[config.mk]
export PLATFORM = sky130hd
export DESIGN_NAME = toeplitz_hash_gf2
export DESIGN_NICKNAME = d
export VERILOG_FILES = /design/src/hdl/th_pkg.sv /design/src/hdl/toeplitz_hash_gf2.sv /design/src/hdl/th_lane.sv /design/src/hdl/th_merge.sv
export SDC_FILE = /design/constraint.sdc
export NUM_CORES = 1
export LEC_CHECK = 0
export ABC_AREA = 1
export CAP_MARGIN = 15
export CORE_UTILIZATION = 35
export DETAILED_ROUTE_END_ITERATION = 6
export DONT_BUFFER_PORTS = 1
export GPL_ROUTABILITY_DRIVEN = 1
export GPL_TIMING_DRIVEN = 0
export PLACE_DENSITY_LB_ADDON = 0.15
export SETUP_SLACK_MARGIN = 0.02
export SLEW_MARGIN = 20
export SYNTH_ARGS = -nofsm -noshare
export SYNTH_HDL_FRONTEND = slang
export SYNTH_SLANG_ARGS = --single-unit
[constraint.sdc]
create_clock -name clk -period 2.6 [get_ports clk]
set_input_delay 0 -clock clk [delete_from_list [all_inputs] [get_ports clk]]
set_output_delay 0 -clock clk [all_outputs]
set_load 0.01 [all_outputs]
[src/hdl/th_pkg.sv]
// Shared constants for the Toeplitz GF(2) hash block.
`timescale 1ns / 1ps

package th_pkg;

    // Width of the key, hash and matrix definition words.
    localparam int WORD_BITS = 32;

    // Width of the length registers.
    localparam int LEN_W = 6;

    // Width of the configuration register index.
    localparam int CFG_IDX_W = 4;

    // Default matrix dimensions.
    localparam int KEY_BITS_DEF = 32;
    localparam int OUT_BITS_DEF = 32;

    // Configuration register indexes.
    localparam logic [CFG_IDX_W-1:0] REG_ROW_BITS = 4'd0;
    localparam logic [CFG_IDX_W-1:0] REG_COL_BITS = 4'd1;
    localparam logic [CFG_IDX_W-1:0] REG_KEY_LEN  = 4'd2;
    localparam logic [CFG_IDX_W-1:0] REG_OUT_LEN  = 4'd3;

    // Reset values of the configuration registers.
    localparam logic [WORD_BITS-1:0] ROW_BITS_RST = 32'd0;
    localparam logic [WORD_BITS-1:0] COL_BITS_RST = 32'd0;
    localparam logic [LEN_W-1:0]     KEY_LEN_RST  = 6'd8;
    localparam logic [LEN_W-1:0]     OUT_LEN_RST  = 6'd1;

endpackage

[src/hdl/toeplitz_hash_gf2.sv]
// Top level of the Toeplitz GF(2) hash: configuration, input stage and lane array.
`timescale 1ns / 1ps

// Each key word is multiplied by a binary Toeplitz matrix over GF(2): hash bit i is the
// parity of key bit j AND T[i][j] over j below key_len, with T built from col_bits (on and
// below the diagonal) and row_bits (above it). One key word is taken every clock cycle
// while the output is not stalled. The accepting edge loads the input register, and the
// result is loaded into the output register when that register can take it; the array of
// one lane per hash bit sits between the two registers. Output back-pressure stalls both
// stages. Configuration writes are accepted at any time and should be made while no
// transaction is in flight.
module toeplitz_hash_gf2 #(
    parameter int KEY_BITS = th_pkg::KEY_BITS_DEF,
    parameter int OUT_BITS = th_pkg::OUT_BITS_DEF
) (
    input  logic                           clk,
    input  logic                           rst_n,
    input  logic                           cfg_valid,
    output logic                           cfg_ready,
    input  logic [th_pkg::CFG_IDX_W-1:0]   cfg_index,
    input  logic [th_pkg::WORD_BITS-1:0]   cfg_data,
    input  logic                           key_valid,
    output logic                           key_ready,
    input  logic [th_pkg::WORD_BITS-1:0]   key_word,
    output logic                           hash_valid,
    input  logic                           hash_ready,
    output logic [th_pkg::WORD_BITS-1:0]   hash_word
);

    // Matrix width and height as far as the data words carry them.
    localparam int KEY_W = (KEY_BITS > th_pkg::WORD_BITS) ? th_pkg::WORD_BITS : KEY_BITS;
    localparam int LANES = (OUT_BITS > th_pkg::WORD_BITS) ? th_pkg::WORD_BITS : OUT_BITS;

    logic [th_pkg::WORD_BITS-1:0] row_bits_reg;
    logic [th_pkg::WORD_BITS-1:0] col_bits_reg;
    logic [th_pkg::LEN_W-1:0]     key_len_reg;
    logic [th_pkg::LEN_W-1:0]     out_len_reg;

    logic                         key_valid_reg;
    logic                         key_valid_next;
    logic [th_pkg::WORD_BITS-1:0] key_reg;
    logic [th_pkg::WORD_BITS-1:0] key_next;

    logic [LANES-1:0]             lane_bits;
    logic                         stage_adv;

    // Configuration registers; unknown indexes are dropped.
    assign cfg_ready = 1'b1;

    always_ff @(posedge clk or negedge rst_n)
    begin
        if (!rst_n)
        begin
            row_bits_reg <= th_pkg::ROW_BITS_RST;
            col_bits_reg <= th_pkg::COL_BITS_RST;
            key_len_reg  <= th_pkg::KEY_LEN_RST;
            out_len_reg  <= th_pkg::OUT_LEN_RST;
        end
        else if (cfg_valid && cfg_ready)
        begin
            case (cfg_index)
                th_pkg::REG_ROW_BITS: row_bits_reg <= cfg_data;
                th_pkg::REG_COL_BITS: col_bits_reg <= cfg_data;
                th_pkg::REG_KEY_LEN:  key_len_reg  <= cfg_data[th_pkg::LEN_W-1:0];
                th_pkg::REG_OUT_LEN:  out_len_reg  <= cfg_data[th_pkg::LEN_W-1:0];
                default:
                begin
                end
            endcase
        end
    end

    // Clear key bits at and above the key length or the matrix width.
    always_comb
    begin
        key_next = '0;
        for (int j = 0; j < KEY_W; j++)
        begin
            key_next[j] = key_word[j] & (key_len_reg > th_pkg::LEN_W'(j));
        end
    end

    // Input stage takes a new key when empty or when the merging stage takes its contents.
    assign key_ready = !key_valid_reg || stage_adv;

    always_comb
    begin
        key_valid_next = key_valid_reg;
        if (key_ready)
        begin
            key_valid_next = key_valid;
        end
    end

    always_ff @(posedge clk or negedge rst_n)
    begin
        if (!rst_n)
        begin
            key_valid_reg <= 1'b0;
        end
        else
        begin
            key_valid_reg <= key_valid_next;
        end
    end

    always_ff @(posedge clk)
    begin
        if (key_valid && key_ready)
        begin
            key_reg <= key_next;
        end
    end

    // One lane per hash bit, all working on the same registered key.
    for (genvar i = 0; i < LANES; i++) begin : g_lane
        th_lane #(
            .LANE(i)
        ) u_lane (
            .row_bits(row_bits_reg),
            .col_bits(col_bits_reg),
            .key     (key_reg),
            .parity  (lane_bits[i])
        );
    end

    // Merge the lane bits into the output register.
    th_merge #(
        .LANES(LANES)
    ) u_merge (
        .clk       (clk),
        .rst_n     (rst_n),
        .lane_bits (lane_bits),
        .in_valid  (key_valid_reg),
        .in_take   (stage_adv),
        .out_len   (out_len_reg),
        .hash_valid(hash_valid),
        .hash_ready(hash_ready),
        .hash_word (hash_word)
    );

    // An accepted key occupies the input stage in the next cycle.
    a_key_lands: assert property (@(posedge clk) disable iff (!rst_n)
        (key_valid && key_ready) |=> key_valid_reg)
        else $error("accepted key did not reach the input stage");

    // A stalled input stage keeps its key.
    a_key_holds: assert property (@(posedge clk) disable iff (!rst_n)
        (key_valid_reg && !stage_adv) |=> (key_valid_reg && $stable(key_reg)))
        else $error("stalled input stage lost or changed its key");

    // A key leaving the input stage becomes a pending result.
    a_key_to_hash: assert property (@(posedge clk) disable iff (!rst_n)
        (key_valid_reg && stage_adv) |=> hash_valid)
        else $error("key left the input stage without producing a result");

    // An empty input stage always accepts.
    a_empty_ready: assert property (@(posedge clk) disable iff (!rst_n)
        !key_valid_reg |-> key_ready)
        else $error("empty input stage refused a key");

endmodule

[src/hdl/th_lane.sv]
// One lane: a single hash bit as the parity of one matrix row ANDed with the key.
`timescale 1ns / 1ps

module th_lane #(
    parameter int LANE = 0
) (
    input  logic [th_pkg::WORD_BITS-1:0] row_bits,
    input  logic [th_pkg::WORD_BITS-1:0] col_bits,
    input  logic [th_pkg::WORD_BITS-1:0] key,
    output logic                         parity
);

    logic [th_pkg::WORD_BITS-1:0] mrow;

    // Matrix row LANE: the column word on and below the diagonal, the row word above it.
    for (genvar j = 0; j < th_pkg::WORD_BITS; j++) begin : g_row
        if (j <= LANE) begin : g_col
            assign mrow[j] = col_bits[LANE-j];
        end
        else begin : g_above
            assign mrow[j] = row_bits[j-LANE];
        end
    end

    // The key arrives with unused bits already cleared.
    assign parity = ^(mrow & key);

endmodule

[src/hdl/th_merge.sv]
// Merging stage: gathers the lane bits, trims to the output length and holds the result.
`timescale 1ns / 1ps

module th_merge #(
    parameter int LANES = th_pkg::OUT_BITS_DEF
) (
    input  logic                         clk,
    input  logic                         rst_n,
    input  logic [LANES-1:0]             lane_bits,
    input  logic                         in_valid,
    output logic                         in_take,
    input  logic [th_pkg::LEN_W-1:0]     out_len,
    output logic                         hash_valid,
    input  logic                         hash_ready,
    output logic [th_pkg::WORD_BITS-1:0] hash_word
);

    logic                         hash_valid_reg;
    logic                         hash_valid_next;
    logic [th_pkg::WORD_BITS-1:0] hash_word_reg;
    logic [th_pkg::WORD_BITS-1:0] hash_word_next;

    // The output register takes a new transaction when empty or being drained.
    assign in_take = !hash_valid_reg || hash_ready;

    // Keep lane bits below the output length; lanes beyond the array read as zero.
    always_comb
    begin
        hash_word_next = '0;
        for (int i = 0; i < LANES; i++)
        begin
            hash_word_next[i] = lane_bits[i] & (out_len > th_pkg::LEN_W'(i));
        end
    end

    always_comb
    begin
        hash_valid_next = hash_valid_reg;
        if (in_take)
        begin
            hash_valid_next = in_valid;
        end
    end

    // Output valid flag.
    always_ff @(posedge clk or negedge rst_n)
    begin
        if (!rst_n)
        begin
            hash_valid_reg <= 1'b0;
        end
        else
        begin
            hash_valid_reg <= hash_valid_next;
        end
    end

    // Output payload.
    always_ff @(posedge clk)
    begin
        if (in_take && in_valid)
        begin
            hash_word_reg <= hash_word_next;
        end
    end

    assign hash_valid = hash_valid_reg;
    assign hash_word  = hash_word_reg;

endmodule
======== After elaboration in Yosys (flattened, before gate mapping) ========
Cells that the tools add are included.
storage, ports and cells
  bits in registers ....................... 142
  input bits .............................. 73
  output and inout bits ................... 35
  word-level logic and storage cells ...... 214
cells by class
  order comparisons ....................... 64
  eq/ne operators ......................... 3
  bitwise gates (word level) .............. 96
  reductions and logical operators ........ 43
operators by type and width
  cell                  count
  $and A32 B32 Y32      32
  $reduce_xor A32 Y1    32
  $gt A6 B5 Y1 const B  32
  $gt A6 B4 Y1 const B  16
  $and A1 B1 Y1         64
  $gt A6 B3 Y1 const B  8
  $gt A6 B1 Y1 const B  4
  $gt A6 B2 Y1 const B  4
  $eq A4 B2 Y1 const B  2
  $reduce_and A2 Y1     4
  $eq A4 B1 Y1 const B  1
  $logic_not A4 Y1      1
  $logic_and A1 B1 Y1   2
  $logic_not A1 Y1      2
  $logic_or A1 B1 Y1    2

======== Depth between registers and ports, before layout ========
  depth in word-level cells ............... 4
  depth in mapped cells ................... 17
  mapped depth without buffers ............ 15

======== Modules after synthesis ========
A second synthesis with hierarchy kept.
unflattened totals
  cells, all modules ...................... 7079
  area total of the unflattened synthesis .. 33504.6 um^2
by module, submodules not included
  module             times used  cells an instance  area an instance (um^2)  seq. area each (um^2)
  th_lane            32          203                852.1                    0.0
  toeplitz_hash_gf2  1           431                4703.3                   2890.3
  th_merge           1           152                1535.2                   985.9

======== Worst setup path before layout ========
No wires, ideal clock.
  path type ............................... reg-to-reg
  start ................................... reg u_merge.hash_valid_reg (netlist: u_merge.hash_valid)
  end ..................................... reg u_merge.hash_word_reg (netlist bit u_merge.hash_word[0]) (enable)
  library setup time ...................... 432 ps
  data arrival time ....................... 2052 ps
  required time ........................... 2168 ps
  slack ................................... 116 ps
  stages on the path, launching flop included .. 2
  buffers on the path ..................... 0
  clock period less this slack ............ 2484 ps
  cells stage by stage .................... dfrtp_1 > a21oi_1
on the way
  word-level cells in the longest chain between the ends .. 3
RTL lines
  item                    line            text
  from (decl)             th_merge.sv:18  logic hash_valid_reg;
  from (signal assigned)  th_merge.sv:54  hash_valid_reg <= hash_valid_next;
  $logic_not A1 Y1        th_merge.sv:24  assign in_take = !hash_valid_reg || hash_ready;
  $logic_or A1 B1 Y1      th_merge.sv:24
  $logic_and A1 B1 Y1     th_merge.sv:61  if (in_take && in_valid)
  to (signal assigned)    th_merge.sv:63  hash_word_reg <= hash_word_next;
  to (decl)               th_merge.sv:20  logic [th_pkg::WORD_BITS-1:0] hash_word_reg;
Every way passes these cells.
A chain may end at the register's enable or synchronous reset.

======== Worst setup path after layout ========
  start ................................... reg key_reg[31] (netlist name)
  end ..................................... reg u_merge.hash_word_reg (netlist bit u_merge.hash_word[30]), data pin
on the way
  word-level cells in the longest chain between the ends .. 3
RTL lines
  item                                        line                      text
  from (decl)                                 toeplitz_hash_gf2.sv:41   logic [th_pkg::WORD_BITS-1:0] key_reg;
  from (signal assigned)                      toeplitz_hash_gf2.sv:111  key_reg <= key_next;
  $and A32 B32 Y32                            th_lane.sv:26             assign parity = ^(mrow & key);
  $reduce_xor A32 Y1                          th_lane.sv:26
  $and A1 B1 Y1                               th_merge.sv:32            hash_word_next[i] = lane_bits[i] & (out_len > th_pkg::LEN_W'(i));
  named net u_merge.hash_word_next (one bit)  th_merge.sv:21            logic [th_pkg::WORD_BITS-1:0] hash_word_next;
The timed path passes the listed nets, and every way through them passes these cells.

==> flow_summary.toml <==
[run_status]
outcome = "finished with violations"
violations = "hold timing"

[clocking]
h-tree-depth = 4
ctsRootBufferMaster = "clkbuf_16"
clockBufferDepth = 2
tritoncts = "yes"
insertion_delay_ps = 530
clk_pin_slew_ps = 70
clkSinkCount = 141
cts_buffers = 17

[finish]
final_common_cell = "nand2_1"
fin_nets = 6360
area_delta_synth_final_pct = 10.1
mostFrequentLayoutCells = "4059 x nand2_1, 592 x inv_1, 337 x xnor2_1"
fin_area_um2 = 34100
drive_gt1_frac = 0.0479

[sta]
clock_skew_ps = 19.9
timing.final.crit_share = 0.983
setup_viol = 0
worst_slack_ps = 44.2
max_freq_mhz = 391
hold_viol = 2
tns_ps = 0
slew_viol_final = 0
fin_hold_ws_ps = -19.8
maxSlewHeadroom = 0.307
rsz0062_at_grt = "false"
layout_min_cycle_time_ps = 2560
tightest_slew_ps = 1040

[critical_path]
reg2reg_slack_ps = 40
r2r_end = "u_merge.hash_word[30]"
startpoint = "key_reg[31]"
cpPeakStageDelay_ps = 340
startpoint_type = "flop"
cp_num_cells = 13
critical_path_class = "reg -> reg"
crit_slowest_cell = "buf_2"
cp_max_fo = 10
cp_top_family = "simple AND/OR/NAND/NOR gates"
reg2reg_depth = 13
end_kind = "flop"
crit_required_ps = 2850
cp-endpoint = "u_merge.hash_word[30]"
cpMostUsedCell = "nand2_1"
cp.arrival_ps = 2810
path_cells = "buf_4 > buf_2 > nand2_1 > xnor2_1 > nand2_1 > nand2_1 > nand3_1 > nand2_1 > nand2_1 > nand2_1 > nand2_1 > nand2_1 > nor2_1"
timing.rr.start = "key_reg[31]"
cp_num_buf_inv = 2

[logic_synthesis]
synth_fp_nets = 6254
synth-seq-cells = 141
syn_avg_cell_area_um2 = 5.02
yosysSeqAreaShare = 0.124
synth_flop_cell = "dfrtp_1"
async_flop_share = 0.546
synth_cell_types = 30
yosys_warnings = 0
syn_inst = 6181
synth_edf_count = 64
syn_area_um2 = 31000

[global_routing]
grt_util_met1 = 0.422
grt_overflow = 0
grt_pass1_vias = 33390
grt.busiest_layer = "met2"
grtUsageTotal = 0.326
grt_pass1_wl_um = 213000
met3_usage = 0.0601
antenna_found_initial = 8
use_met2 = 0.514
grt_max_degree = 78

[power]
clkPwrFrac = 0.104
p_sw_uw = 15600
pwr-share-seq = 0.134
switching_share = 0.607
vdd_drop_max_mv = 0.694
share_comb_of_total_power = 0.761
power_leakage_uw = 0.0201
p_int_uw = 10100
power_density_nw_per_um2 = 753

[run]
maxCapViolCount = 0

[min_path]
hold_class = "in -> reg"

[placed_design]
dp_slack_ps = -193
dp_hpwl_um = 112000
post_dp_cell_area_um2 = 32500
io_buffers = 0
place.gp.congestion = 0.981

[drt]
drtPass1Iterations = 6
post_drt_wl_per_cell_um = 19.8
num_vias = 37580
antenna_left = 0
wl_um = 147000
drtIter0Drc = 3404
routed_via_density = 5.04
route.detailed.drc = 0

[floorplanning]
core_area_um2 = 87300
die_height_um = 300
initial_core_util = 0.355
ioPinCount = 108
die_w_um = 300
dieArea_um2 = 89800
rows = 108
## area by class of cell
cell class | instances | area, µm²
clock inverter | 15 | 151
buffer | 253 | 1770
sequential | 141 | 3850
timing repair buffer | 88 | 923
antenna | 3 | 7.51
tap | 1155 | 1450
fill | 9883 | 53100
clock buffer | 17 | 425
multi-input combinational | 5193 | 23300
inverter | 593 | 2230
## repair_timing
item                       4_1_cts  5_1_grt
gates resized for setup         15       43
setup endpoints to repair       22       25
hold endpoints to repair       188        0
hold buffers                    75        0
setup buffers                    3        8
## power by group through the flow
stage	Clock [µW]	Sequential [µW]	Combinational, µW
floorplan	0	3260	13300
CTS	2740	3450	19000
global placement	0	3520	18500
finish	2690	3460	19600
detailed placement	0	3510	18800
global route	2790	3500	21600
## Yosys cell counts (6+ instances only)
library cell | number | area [µm²]
nand2_1 | 4061 | 15200
inv_1 | 593 | 2230
xnor2_1 | 337 | 2950
xor2_1 | 318 | 2790
nand3_1 | 172 | 861
nor2_1 | 131 | 492
buf_4 | 121 | 908
buf_2 | 98 | 490
o21ai_0 | 97 | 485
dfrtp_1 | 75 | 1880
edfxtp_1 | 64 | 1920
nand4_1 | 28 | 175
a21oi_1 | 21 | 105
clkbuf_1 | 20 | 75.1
buf_6 | 15 | 169
a31oi_1 | 6 | 37.5
## layer usage
layer | wire length, µm | share of wire | up-vias
li1 | - | - | 18524
met2 | 63500 | 0.43 | 1599
met4 | 8210 | 0.056 | 2
met1 | 61500 | 0.42 | 17105
met3 | 14200 | 0.096 | 350
met5 | 13 | 0.000088 | -
## through the flow
stage,instances,utilization,total power (µW)
floorplan,6181,-,16600
global placement,7336,0.372,22000
detailed placement,7338,0.373,22300
CTS,7448,0.389,25200
global route,7455,0.391,27900
finish,7458,0.391,25700
## worst min-delay path, cell delays in order
cell     delay, ps
nor2_1          50
nand3_1        260
nand2_1         70
o21ai_0         70
## logic make-up after synthesis
group,share of synthesized area
AND/OR/NAND/NOR,0.543
flip-flops,0.124
other,0.000121
AO/OA/AOI/OAI,0.0219
buffers and inverters,0.125
XOR/XNOR,0.186
## how the worst min path moves through the flow
stage                     depth (start not counted)    startpoint          endpoint  slack [ps]
after CTS                                         4  cfg_index[3]    key_len_reg[0]           6
after global placement                            0         rst_n  col_bits_reg[29]        -290
final                                             4  cfg_index[3]    key_len_reg[0]         -20
after global routing                              4  cfg_index[3]    key_len_reg[0]          30
after floorplan                                   0         rst_n   col_bits_reg[0]        -300
after detailed placement                          0         rst_n  col_bits_reg[29]        -290
Power figures use the tool's default switching activity.
